### config.mk
export PLATFORM = sky130hd
export DESIGN_NAME = swerm_ctrl
export DESIGN_NICKNAME = d
export VERILOG_FILES = /design/src/rtl/swerm_pkg.sv /design/src/rtl/swerm_ctrl.sv
export SDC_FILE = /design/constraint.sdc
export NUM_CORES = 1
export LEC_CHECK = 0
export BUFFER_PORTS_ARGS = -buffer_cell sky130_fd_sc_hd__buf_2
export CELL_PAD_IN_SITES_DETAIL_PLACEMENT = 1
export CELL_PAD_IN_SITES_GLOBAL_PLACEMENT = 2
export CORE_AREA = 2 2 40 42
export DETAILED_ROUTE_END_ITERATION = 12
export DIE_AREA = 0 0 42 44
export PLACE_DENSITY_LB_ADDON = 0.25
export SYNTH_ARGS = -nofsm -noshare
export SYNTH_HDL_FRONTEND = slang
export SYNTH_SLANG_ARGS = --single-unit
export TNS_END_PERCENT = 50
### constraint.sdc
create_clock -name clk -period 1.24 [get_ports clk]
set_input_delay 0.062 -clock clk [delete_from_list [all_inputs] [get_ports clk]]
set_output_delay 0.062 -clock clk [all_outputs]
set_load 0.01 [all_outputs]
### src/rtl/swerm_pkg.sv
package swerm_pkg;

    localparam int DEPTH   = 1024;
    localparam int ADDR_W  = $clog2(DEPTH);
    localparam int CNT_W   = $clog2(DEPTH + 1);
    localparam int STAMP_W = 63;
    localparam int RATE_W  = 11;
    localparam int REM_W   = 4;

    localparam logic [STAMP_W-1:0] KEEP_US      = STAMP_W'(64'd300000000);
    localparam logic [STAMP_W-1:0] MINUTE_US    = STAMP_W'(64'd60000000);
    localparam logic [STAMP_W-1:0] THREE_MIN_US = STAMP_W'(64'd180000000);

    localparam logic [RATE_W-1:0] RATE_MAX = {RATE_W{1'b1}};

    localparam logic OP_RECORD = 1'b0;
    localparam logic OP_QUERY  = 1'b1;

    typedef struct packed {
        logic load;
        logic start_scan;
        logic drop_rd;
        logic drop_adv;
        logic write_stamp;
        logic scan_rd;
    } swerm_cmd_t;

    typedef struct packed {
        logic kept_zero;
        logic drop_ok;
        logic scan_more;
        logic pipe_busy;
    } swerm_status_t;

endpackage

### src/rtl/swerm_ctrl.sv
module swerm_ctrl
(
    input  logic                     clk,
    input  logic                     rst_n,
    input  logic                     start,
    input  logic                     opcode,
    input  swerm_pkg::swerm_status_t status,
    output swerm_pkg::swerm_cmd_t    cmd,
    output logic                     busy,
    output logic                     done
);

    typedef enum logic [2:0] {
        ST_IDLE,
        ST_DROP_RD,
        ST_DROP_CHK,
        ST_WRITE,
        ST_SCAN,
        ST_DRAIN
    } state_t;

    state_t state_reg;
    state_t state_next;
    logic   done_reg;
    logic   done_next;

    assign busy = (state_reg != ST_IDLE);
    assign done = done_reg;

    always_comb
    begin
        cmd        = '0;
        state_next = state_reg;
        done_next  = 1'b0;
        unique case (state_reg)
            ST_IDLE:
            begin
                if (start)
                begin
                    cmd.load = 1'b1;
                    if (opcode == swerm_pkg::OP_QUERY)
                    begin
                        cmd.start_scan = 1'b1;
                        state_next     = ST_SCAN;
                    end
                    else
                    begin
                        state_next = ST_DROP_RD;
                    end
                end
            end
            ST_DROP_RD:
            begin
                if (status.kept_zero)
                begin
                    state_next = ST_WRITE;
                end
                else
                begin
                    cmd.drop_rd = 1'b1;
                    state_next  = ST_DROP_CHK;
                end
            end
            ST_DROP_CHK:
            begin
                if (status.drop_ok)
                begin
                    cmd.drop_adv = 1'b1;
                    state_next   = ST_DROP_RD;
                end
                else
                begin
                    state_next = ST_WRITE;
                end
            end
            ST_WRITE:
            begin
                cmd.write_stamp = 1'b1;
                state_next      = ST_IDLE;
            end
            ST_SCAN:
            begin
                if (status.scan_more)
                begin
                    cmd.scan_rd = 1'b1;
                end
                else
                begin
                    state_next = ST_DRAIN;
                end
            end
            ST_DRAIN:
            begin
                if (!status.pipe_busy)
                begin
                    done_next  = 1'b1;
                    state_next = ST_IDLE;
                end
            end
            default:
            begin
                state_next = ST_IDLE;
            end
        endcase
    end

    always_ff @(posedge clk or negedge rst_n)
    begin
        if (!rst_n)
        begin
            state_reg <= ST_IDLE;
            done_reg  <= 1'b0;
        end
        else
        begin
            state_reg <= state_next;
            done_reg  <= done_next;
        end
    end

    a_done_idle: assert property (@(posedge clk) disable iff (!rst_n)
        done_reg |-> state_reg == ST_IDLE)
        else $error("result strobe while busy");

    a_query_scan: assert property (@(posedge clk) disable iff (!rst_n)
        (start && !busy && opcode == swerm_pkg::OP_QUERY) |=> state_reg == ST_SCAN)
        else $error("query did not start a scan");

    a_record_quiet: assert property (@(posedge clk) disable iff (!rst_n)
        (state_reg == ST_WRITE) |=> !done_reg)
        else $error("record produced a result");

endmodule

== Yosys cells after proc, flatten, opt, wreduce, memory -nomap -nowiden ==
Cells that the tools add are included.

* Flip-flop bits (word level): 4
* Output and inout port bits: 8
* Logic and storage cells: 32

* Equal/unequal tests: 8
* Multiplexer cells: 19
* Reduce and logical (&&, ||, !) cells: 3

{| class="wikitable"
|+ Operators by type and width
! kind !! number
|-
| $pmux 3 s5 || 1
|-
| $mux 3 || 4
|-
| $mux 1 || 11
|-
| $eq 3x2->1 const B || 2
|-
| $eq 3x3->1 const B || 2
|-
| $mux 2 || 3
|-
| $ne 2x2->1 const B || 3
|-
| $eq 3x1->1 const B || 1
|-
| $logic_not 3->1 || 1
|-
| $reduce_and 3->1 || 1
|-
| $reduce_bool 3->1 || 1
|}

== Logic depth before layout (Yosys ltp) ==
Gate-level depths: netlist (run 1).

* Depth after elaboration: 3
* Gate-level depth with buffers: 4
* Mapped depth without buffers: 3

== Least setup slack after synthesis (run 1) ==
Ideal clock, no wire load.

* Kind: register to register
* Start: reg state_reg[0]
* End: reg state_reg[1]
* Library setup time: 0.073 ns
* Arrival time: 0.982 ns
* Slack: 0.185 ns
* Cell stages (with the launch flop): 4
* Path buffers: 1
* Clock period less this slack: 1.055 ns
* Cells stage by stage: dfrtp_1 > buf_6 > or3b_1 > a21oi_2

* Word-level cells in the longest chain between the ends: 3
* Elaborated cells between the ends (all ways): 10
* Those cells by class: eq/ne: 7; mux: 1; reduce/logical: 2

{| class="wikitable"
|+ RTL lines
! what !! line !! RTL
|-
| from (decl) || swerm_ctrl.sv:22 || <nowiki>state_t state_reg;</nowiki>
|-
| from (signal assigned) || swerm_ctrl.sv:116 || <nowiki>state_reg <= state_next;</nowiki>
|-
| $eq 3x3->1 / $logic_not 3->1 (equally long branches) || swerm_ctrl.sv:35 || <nowiki>unique case (state_reg)</nowiki>
|-
| $ne 2x2->1 (no source line) || n/a ||
|-
| $reduce_and 3->1 (no source line) || n/a ||
|}

Several ways; a longest one is shown, not always the timed one.
A chain may end at the register's enable or synchronous reset.

==> parameters.txt, run 1 <==
Parameter                              Value

Flow run
  Max Cap Violations    0

Route
  Remaining routing DRC violations    0
  Post-detailed-route count of antenna-violating nets    0
  Detailed Routing Iterations Pass 1    2
  Count of routing violations after the opening detailed-route iteration    4
  Average wire length per cell after detail routing    roughly 12 um
  Via-to-Cell Ratio    between 4 and 5
  Routed WL    795 um
  Via Count    310

Critical path
  Reg2Reg Depth    3
  WS Path Type    reg -> out
  Startpoint of the most critical setup path    state_reg[1]
  Category of the worst setup path launch point    flip-flop
  R2R Path End    state_reg[1]
  Critical path arrival    1.18 ns
  Required arrival time at the worst endpoint    approximately 1.2 ns
  Type of element capturing the critical path    primary output
  Reg-to-Reg Start    state_reg[1]
  Register-to-Register Setup Slack    0.10 ns
  Worst Path Max Fanout    5

Clock network
  Clock H-tree levels    1
  Count of clock tree sinks    4
  Clock tree from TritonCTS    yes
  Clock-pin slew on the worst setup and hold paths    0.04 ns
  Clock buffers created by TritonCTS    3
  Root Buffer Master    sky130_fd_sc_hd__clkbuf_4
  Latest clock arrival within the worst-skew pair    between 0.2 and 0.25 ns
  Number of buffers between clock root and the deepest sink    2

Finish
  Area Growth Syn to Fin    61.8%
  Post-route core utilization    0.295
  Fraction of layout instances using a drive strength above 1    0.558
  Most frequent cells in the layout    16 x sky130_fd_sc_hd__buf_2, 5 x sky130_fd_sc_hd__nor2_1, 3 x sky130_fd_sc_hd__nand2b_1, 3 x sky130_fd_sc_hd__clkbuf_4, 3 x sky130_fd_sc_hd__dfrtp_2
  Number of nets in the final layout    62
  Antenna diodes    0
  Layout filler cell count    182
  Max reg flops    3
  Final Non-Filler Cells    68
  Commonest non-fill, non-tap cell in the layout    sky130_fd_sc_hd__buf_2

Logic synthesis
  Yosys top cell by area    sky130_fd_sc_hd__dfrtp_1
  Share of the synthesized area in the top cell type    0.386
  Synth Area in Adders    0
  Synth Area in XOR/XNOR    0
  Cell area after synthesis    259 um2
  Yosys synthesis warning count    0
  Area fraction in compound gates after synthesis    0.135
  Largest family of logic cells by synthesized area    simple AND/OR/NAND/NOR gates
  Area contributors post-synth    sky130_fd_sc_hd__dfrtp_1 39%, sky130_fd_sc_hd__nand2b_1 7.2%, sky130_fd_sc_hd__nor2_1 7.2%
  Number of library cell types mapped by synthesis    18
  Synthesized netlist net count    40
  Mux cell area share after synthesis    0
  Syn Inst Count    32
  Mean cell area of the mapped netlist    roughly 8.1 um2
  Share of synthesized area occupied by flip-flops and latches    0.386
  Seq cells post-synth    4
  Synthesized-area fraction occupied by and/or/nand/nor cells    0.386

Placement
  Cell total after placement    61
  Worst setup timing slack at the placement stage    between 0.1 and 0.15 ns
  Count of buffers from port buffering    15
  Global placement routability congestion    approximately 0.70

Floorplan
  Total Die Area    1850 um2
  Floorplan Core Area    1420 um2
  Starting density of the core    0.183
  Chip Width    42 um
  Std-Cell Rows    14
  I/O pins    16
  Die outline height    44 um

Run status
  Run status    complete, but fails checks
  Violations in the final reports    negative setup slack

Global routing
  Vias in the first global route    298
  Global route overflow    0
  Antenna violations before repair    0
  Largest net degree at the start of global routing    7
  Overall fraction of global-route tracks in use    0.0969
  Wire length of the first global-routing pass    between 1000 and 1500 um

Pwr
  Post-layout power    0.000952 W
  Leakage dissipation    about 0.22 nW
  Worst vdd rail ir drop    687 uV
  Power Density    2270 nW/um2

Worst hold path
  Worst hold stages    3
  End of the worst hold path    state_reg[1]
  Start point of the worst hold path    status[2]
  Worst hold path type    in -> reg

Timing
  Number of slew-limit violations in the final report    0
  Final clock period utilization by the worst path    1.00
  Setup violators final    1
  Hold Violations, Final    0
  Transition at the pin with the smallest max-transition slack    approximately 0.19 ns
  Final hold slack    0.105 ns
  FMAX    a little over 800 MHz
  Min Clock Period, post-route    1.24 ns
  RSZ-0062 raised after global routing    yes
  Setup clock skew after layout    0.00269 ns
  Worst Slack Setup Final    -0.00292 ns
  Relative slew slack    0.870
## stage by stage
stage | cell area, um2 | TNS, ns
after floorplan | 259 | 0
after global placement | 338 | 0
after detailed placement | 338 | 0
after CTS | 405 | -0.0231
after global routing | 419 | -0.204
final | 419 | -0.00292
## cells by family (layout without fill, tap and decap cells)
family	Yosys count	count (layout)
simple gates	19	19
flops	4	4
compound gates	5	5
buf+inv	4	24
## per-layer routing
layer  vias up  share of wire  GRT usage  wire length (um)
li1        147              -          -                 -
met1       148           0.43      0.109               338
met2        15           0.51      0.153               405
met3         0          0.064     0.0542                51
met4         0              0     0.0387                 0
met5         -              0          0                 0
## where the power goes
group	leakage, nW	total [W]	internal (W)	switching, W
Clock	0.0138	0.000170	0.000109	0.0000615
Combinational	0.154	0.000499	0.000244	0.000255
Sequential	0.0481	0.000283	0.000190	0.0000924
## synth_stat cells, drive strengths merged
cell type / number
inv: 2
dfrtp: 4
nand2b: 3
nand3: 1
nand2: 2
or3b: 1
and3: 2
nor3: 3
nor2b: 1
a2bb2oi: 1
a21oi: 1
buf: 1
o211ai: 1
and2: 1
o21ai: 2
clkbuf: 1
nor2: 5
## critical path, stage by stage (launching register included)
cell and delay, ns:
sky130_fd_sc_hd__dfrtp_2 0.44, sky130_fd_sc_hd__nor3_4 0.21, sky130_fd_sc_hd__and3_1 0.17, sky130_fd_sc_hd__buf_2 0.12
## worst max-delay path by stage
| stage | to | depth (start not counted) |
|---|---|---|
| after CTS | cmd[0] | 3 |
| after global routing | cmd[4] | 3 |
| final | cmd[4] | 3 |
| after global placement | cmd[4] | 3 |
| after detailed placement | cmd[4] | 3 |
| after floorplan | state_reg[1] | 3 |
## timing repair
action	4_1_cts	5_1_grt
hold buffers	1	0
setup endpoints to repair	6	5
setup buffers	3	0
pin swaps	0	2
gates resized for setup	6	3
hold endpoints to repair	4	0
## final cells by class
class                           count  area (um2)  area share
Clock buffer                        3        22.5      0.0537
Tap cell                           16        20.0      0.0478
Sequential cell                     4         104       0.248
Inverter                            2        7.51      0.0179
Timing Repair Buffer               19         109       0.260
Multi-Input combinational cell     24         156       0.373
(Power assumes the default switching activity.)
==> run 2, diff against run 1 <==
Settings changed: MAX_ROUTING_LAYER from default to met4.
==> run 2 against run 1 <==
  * Critical endpoint unchanged
  * Largest cell class unchanged
  * The flow now finishes without violations
  * Combinational power about the same
  * Maximum frequency up 0.50%
  * Critical path type unchanged
  * Final cell count unchanged
==> parameters.txt, run 2 (synthesis gave the netlist of run 1 again) <==
Parameter                              Value

Timing
  Hold Violations, Final    0 (unchanged)
  FMAX    809 MHz (was 805 MHz)
  Relative slew slack    0.870 (unchanged)
  Final clock period utilization by the worst path    0.997 (was 1.00)
  Min Clock Period, post-route    1.24 ns (about the same)
  Setup clock skew after layout    0.00263 ns (was 0.00269 ns)
  Transition at the pin with the smallest max-transition slack    0.194 ns (unchanged)
  Number of slew-limit violations in the final report    0 (unchanged)
  Setup violators final    0 (was 1)
  RSZ-0062 raised after global routing    yes (unchanged)
  Worst Slack Setup Final    0.00328 ns (was -0.00292 ns)

Worst hold path
  Worst hold path type    in -> reg (unchanged)
  Worst hold stages    3 (unchanged)

Critical path
  Largest stage delay on the critical path    0.44 ns (about the same)
  WP buf/inv    1 (unchanged)
  Cell family with the largest share of critical-path delay    flip-flops (unchanged)
  Category of the worst setup path launch point    flip-flop (unchanged)
  Critical path arrival    1.17 ns (was 1.18 ns)
  Crit-path slowest cell    sky130_fd_sc_hd__dfrtp_2 (unchanged)
  Type of element capturing the critical path    primary output (unchanged)
  Critical Path, Cell by Cell    nor3_4 > and3_1 > buf_2 (unchanged)
  Crit. path cell count    3 (unchanged)
  Reg2Reg Depth    3 (unchanged)
  Register-to-Register Setup Slack    0.11 ns (was 0.10 ns)
  WS Path Type    reg -> out (unchanged)
  Required arrival time at the worst endpoint    1.18 ns (about the same)
  Worst Path Max Fanout    5 (unchanged)

Route
  Post-detailed-route count of antenna-violating nets    0 (unchanged)
  Remaining routing DRC violations    0 (unchanged)
  Detailed Routing Iterations Pass 1    2 (unchanged)
  Average wire length per cell after detail routing    11.6 um (was 11.7 um)
  Via Count    311 (was 310)
  Via-to-Cell Ratio    4.57 (was 4.56)
  Count of routing violations after the opening detailed-route iteration    1 (was 4)
  Routed WL    786 um (was 795 um)

Clock network
  Clock buffers created by TritonCTS    3 (unchanged)
  Number of buffers between clock root and the deepest sink    2 (unchanged)
  Clock-pin slew on the worst setup and hold paths    0.04 ns (about the same)
  Count of clock tree sinks    4 (unchanged)
  Clock H-tree levels    1 (unchanged)
  Root Buffer Master    sky130_fd_sc_hd__clkbuf_4 (unchanged)
  Clock tree from TritonCTS    yes (unchanged)
  Latest clock arrival within the worst-skew pair    0.24 ns (about the same)

Floorplan
  Std-Cell Rows    14 (unchanged)
  Starting density of the core    0.183 (unchanged)
  Chip Width    42 um (unchanged)
  Die outline height    44 um (unchanged)
  Floorplan Core Area    1420 um2 (unchanged)
  I/O pins    16 (unchanged)
  Total Die Area    1850 um2 (unchanged)

Finish
  Most frequent cells in the layout    16 x sky130_fd_sc_hd__buf_2, 5 x sky130_fd_sc_hd__nor2_1, 3 x sky130_fd_sc_hd__nand2b_1, 3 x sky130_fd_sc_hd__clkbuf_4, 3 x sky130_fd_sc_hd__dfrtp_2 (unchanged)
  Number of nets in the final layout    62 (unchanged)
  Final Non-Filler Cells    68 (unchanged)
  Fraction of layout instances using a drive strength above 1    0.558 (unchanged)
  Commonest non-fill, non-tap cell in the layout    sky130_fd_sc_hd__buf_2 (unchanged)
  Area Growth Syn to Fin    61.8% (unchanged)
  Max reg flops    3 (unchanged)
  Antenna diodes    0 (unchanged)

Placement
  Count of buffers from port buffering    15 (unchanged)
  Cell total after placement    61 (unchanged)
  Worst setup timing slack at the placement stage    0.105 ns (unchanged)
  Global placement routability congestion    0.711 (was 0.704)

Flow run
  Max Cap Violations    0 (unchanged)

Run status
  Run status    finished, final reports clean (was complete, but fails checks)

Global routing
  Wire length of the first global-routing pass    1260 um (unchanged)
  Global route overflow    0 (unchanged)
  Vias in the first global route    297 (was 298)
  GR met2 Demand/Resource    0.153 (unchanged)
  Met1 track demand over resource    0.111 (was 0.109)
  Overall fraction of global-route tracks in use    0.100 (was 0.0969)
  GR Util met3    0.0500 (was 0.0542)
  Antenna violations before repair    0 (unchanged)
  Most congested layer reported by global routing    met2 (unchanged)
  Largest net degree at the start of global routing    7 (unchanged)

Pwr
  Power Density    2260 nW/um2 (was 2270 nW/um2)
  Worst vdd rail ir drop    685 uV (was 687 uV)
  Leakage dissipation    0.216 nW (unchanged)
run 2: timing repair:
action	CTS	global route
setup endpoints to repair	6	5
pin swaps	0	2
hold buffers	1	0
setup buffers	3	0
gates resized for setup	6	3
hold endpoints to repair	4	0
run 2: final timing paths:
kind,startpoint,to
worst max-delay path,state_reg[1],cmd[4]
worst min-delay path,status[2],state_reg[1]
worst max register to register,state_reg[1],state_reg[1]
worst min register to register,state_reg[2],state_reg[2]
max in group asynchronous,rst_n,state_reg[1]
min in group asynchronous,rst_n,state_reg[0]
run 2: final cells by class:
cell class	count	area [um2]
Sequential cell	4	104
Multi-Input combinational cell	24	156
Clock buffer	3	22.5
Inverter	2	7.51
Timing Repair Buffer	19	109
Tap cell	16	20.0
Fill cell	182	1000
run 2: tightest hold or removal path: stages:
cell and delay [ns]:
sky130_fd_sc_hd__buf_2 0.08, sky130_fd_sc_hd__or3b_1 0.11, sky130_fd_sc_hd__a21oi_2 0.05
run 2: power breakdown:
part	leakage [nW]	switching [W]	internal (W)
logic	0.154	0.000254	0.000244
registers	0.0481	0.0000907	0.000190
clock network	0.0138	0.0000612	0.000109
run 2: layer usage:
layer / share of wire / vias up
li1: - / 147
met1: 0.43 / 149
met2: 0.51 / 15
met3: 0.061 / 0
met4: 0 / 0
met5: 0 / -
run 2: per-stage QoR:
| stage | util | hold slack [ns] | total power (W) | TNS (ns) | area [um2] |
|---|---|---|---|---|---|
| finish | 0.295 | 0.105 | 0.000949 | 0 | 419 |
| global route | 0.295 | 0.118 | 0.00103 | -0.203 | 419 |
| global placement | 0.238 | -0.128 | 0.000631 | 0 | 338 |
| detailed placement | 0.238 | -0.126 | 0.000635 | 0 | 338 |
| CTS | 0.286 | 0.105 | 0.000925 | -0.0231 | 405 |
| floorplan | - | -0.234 | 0.000541 | 0 | 259 |
==> run 3, diff against run 2 <==
Settings changed: ABC_CLOCK_PERIOD_IN_PS from default to 1240, CORE_AREA 2 2 40 42 to 2 2 39 41, CTS_BUF_LIST from default to sky130_fd_sc_hd__clkbuf_4 sky130_fd_sc_hd__clkbuf_8, DIE_AREA 0 0 42 44 to 0 0 41 43.
==> run 3 against run 2 <==
  * Die area decreased by 4.6%
  * Worst hold slack got worse by 0.0024 ns
  * Maximum frequency increased by 0.97%
  * Design area increased by 7.5%
==> parameters.txt, run 3 (synthesis gave the netlist of run 1 again) <==
Parameter                              Value

Global routing
  Global route overflow    0 (unchanged)
  Overall fraction of global-route tracks in use    0.121 (was 0.100)
  Antenna violations before repair    0 (unchanged)
  Vias in the first global route    310 (was 297)
  Largest net degree at the start of global routing    8 (was 7)
  Wire length of the first global-routing pass    1270 um (was 1260 um)

Critical path
  Required arrival time at the worst endpoint    1.18 ns (about the same)
  Category of the worst setup path launch point    flip-flop (unchanged)
  Critical path arrival    1.16 ns (was 1.17 ns)
  Type of element capturing the critical path    primary output (unchanged)
  Largest stage delay on the critical path    0.45 ns (was 0.44 ns)
  Startpoint of the most critical setup path    state_reg[1] (unchanged)
  Crit-path slowest cell    sky130_fd_sc_hd__dfrtp_2 (unchanged)
  WS Path Type    reg -> out (unchanged)
  Worst Path Max Fanout    7 (was 5)
  Reg-to-Reg Start    state_reg[1] (unchanged)
  Critical Path, Cell by Cell    nor3_4 > and3_1 > buf_2 (unchanged)

Clock network
  Number of buffers between clock root and the deepest sink    2 (unchanged)
  Clock-pin slew on the worst setup and hold paths    0.04 ns (about the same)
  Latest clock arrival within the worst-skew pair    0.25 ns (was 0.24 ns)
  Clock tree from TritonCTS    yes (unchanged)
  Clock H-tree levels    1 (unchanged)
  Clock buffers created by TritonCTS    3 (unchanged)
  Count of clock tree sinks    4 (unchanged)
  Root Buffer Master    sky130_fd_sc_hd__clkbuf_4 (unchanged)

Finish
  Layout filler cell count    176 (was 182)
  Number of nets in the final layout    64 (was 62)
  Most frequent cells in the layout    14 x sky130_fd_sc_hd__buf_2, 4 x sky130_fd_sc_hd__buf_4, 3 x sky130_fd_sc_hd__nand2b_1, 3 x sky130_fd_sc_hd__nor2_1, 3 x sky130_fd_sc_hd__clkbuf_4 (was 16 x sky130_fd_sc_hd__buf_2, 5 x sky130_fd_sc_hd__nor2_1, 3 x sky130_fd_sc_hd__nand2b_1, 3 x sky130_fd_sc_hd__clkbuf_4, 3 x sky130_fd_sc_hd__dfrtp_2)
  Area Growth Syn to Fin    73.9% (was 61.8%)
  Cell area after layout    450 um2 (was 419 um2)
  Antenna diodes    0 (unchanged)
  Max reg flops    3 (unchanged)
  Fraction of layout instances using a drive strength above 1    0.574 (was 0.558)
  Commonest non-fill, non-tap cell in the layout    sky130_fd_sc_hd__buf_2 (unchanged)

Timing
  Number of slew-limit violations in the final report    0 (unchanged)
  Worst Slack Setup Final    0.0151 ns (was 0.00328 ns)
  Transition at the pin with the smallest max-transition slack    0.171 ns (was 0.194 ns)
  Min Clock Period, post-route    1.22 ns (was 1.24 ns)
  Final clock period utilization by the worst path    0.988 (was 0.997)
  Final hold slack    0.103 ns (was 0.105 ns)
  Relative slew slack    0.885 (was 0.870)
  Setup violators final    0 (unchanged)
  RSZ-0062 raised after global routing    yes (unchanged)
  Setup clock skew after layout    0.00829 ns (was 0.00263 ns)
  Hold Violations, Final    0 (unchanged)
  FMAX    816 MHz (was 809 MHz)

Placement
  Worst setup timing slack at the placement stage    0.0801 ns (was 0.105 ns)
  Post-detailed-placement half-perimeter wirelength    about 590 um
  Count of buffers from port buffering    15 (unchanged)
  Global placement routability congestion    0.725 (was 0.711)
  Area after DPL    345 um2 (was 338 um2)

Route
  Average wire length per cell after detail routing    12.1 um (was 11.6 um)
  Routed WL    849 um (was 786 um)
  Remaining routing DRC violations    0 (unchanged)
  Post-detailed-route count of antenna-violating nets    0 (unchanged)
  Detailed Routing Iterations Pass 1    2 (unchanged)
  Via-to-Cell Ratio    4.54 (was 4.57)
  Via Count    318 (was 311)
  Count of routing violations after the opening detailed-route iteration    2 (was 1)

Pwr
  Power Density    2320 nW/um2 (was 2260 nW/um2)
  Logic pwr share    0.567 (was 0.525)
  Internal power contribution    0.000608 W (was 0.000543 W)
  Switching pwr    0.000438 W (was 0.000406 W)
  Switching fraction of total power    0.419 (was 0.428)
  Clock network fraction of total power    0.163 (was 0.179)
  Relative contribution of sequential cells to total power    0.270 (was 0.296)
  Leakage dissipation    0.227 nW (was 0.216 nW)
  Worst vdd rail ir drop    862 uV (was 685 uV)

Floorplan
  Std-Cell Rows    14 (unchanged)
  Starting density of the core    0.187 (was 0.183)
  I/O pins    16 (unchanged)
  Die outline height    43 um (was 44 um)
  Total Die Area    1760 um2 (was 1850 um2)
  Chip Width    41 um (was 42 um)
  Floorplan Core Area    1380 um2 (was 1420 um2)

Run status
  Run status    finished, final reports clean (unchanged)

Flow run
  Max Cap Violations    0 (unchanged)

Worst hold path
  Start point of the worst hold path    status[3] (was status[2])
  Worst hold path type    in -> reg (unchanged)
[run 3: cell types whose count changed in the layout (fill, tap and decap cells not counted), sizes merged]
| cell | previous run | this run |
|---|---|---|
| buf | 18 | 20 |
[run 3: metrics by stage]
step	instances	utilization	setup TNS [ns]	power [W]
2_1_floorplan	32	-	0	0.000541
3_3_place_gp	62	0.250	0	0.000661
3_5_place_dp	62	0.250	0	0.000667
4_1_cts	69	0.307	-0.0417	0.000983
5_1_grt	70	0.325	-0.291	0.00113
6_report	70	0.325	0	0.00105
[run 3: worst paths after layout]
check,end,slack (ns),cells past startpoint
worst max-delay path,cmd[4],0.02,3
worst min register to register,state_reg[2],0.54,1
worst min-delay path,state_reg[0],0.10,3
min in group asynchronous,state_reg[0],0.15,2
max in group asynchronous,state_reg[1],0.95,2
worst max register to register,state_reg[1],0.09,3
[run 3: cell type report]
| class | count | area, um2 | share of cell area |
|---|---|---|---|
| Inverter | 2 | 7.51 | 0.0167 |
| Timing Repair Buffer | 21 | 133 | 0.294 |
| Clock buffer | 3 | 22.5 | 0.0500 |
| Tap cell | 16 | 20.0 | 0.0444 |
| Multi-Input combinational cell | 24 | 165 | 0.367 |
| Sequential cell | 4 | 103 | 0.228 |
[run 3: routing by layer]
metal | wire [um] | up-vias | track usage
met5 | 0 | - | -
met4 | 27 | 0 | 0.120
met3 | 53 | 4 | 0.0314
met2 | 430 | 15 | 0.166
met1 | 338 | 148 | 0.129
li1 | - | 151 | -
[run 3: critical path: cells and delay by family, from the launching register on]
kind                   cells  cell delay [ns]
buffers and inverters      1             0.12
DFF                        1             0.45
and+or+nand+nor            2             0.35
[run 3: power groups by stage]
stage               combinational (W)  sequential, W  clock [W]
floorplan                    0.000329       0.000212          0
global placement             0.000402       0.000260          0
detailed placement           0.000405       0.000262          0
CTS                          0.000531       0.000275   0.000178
global route                 0.000653       0.000293   0.000184
finish                       0.000593       0.000282   0.000171
[run 3: repair_timing]
| action | CTS | global route |
|---|---|---|
| buffers inserted | 3 | 1 |
| endpoints found under the setup margin | 6 | 6 |
| hold endpoints to repair | 4 | 0 |
| pin swaps | 3 | 2 |
| resized for setup | 8 | 5 |
| hold buffers | 1 | 0 |
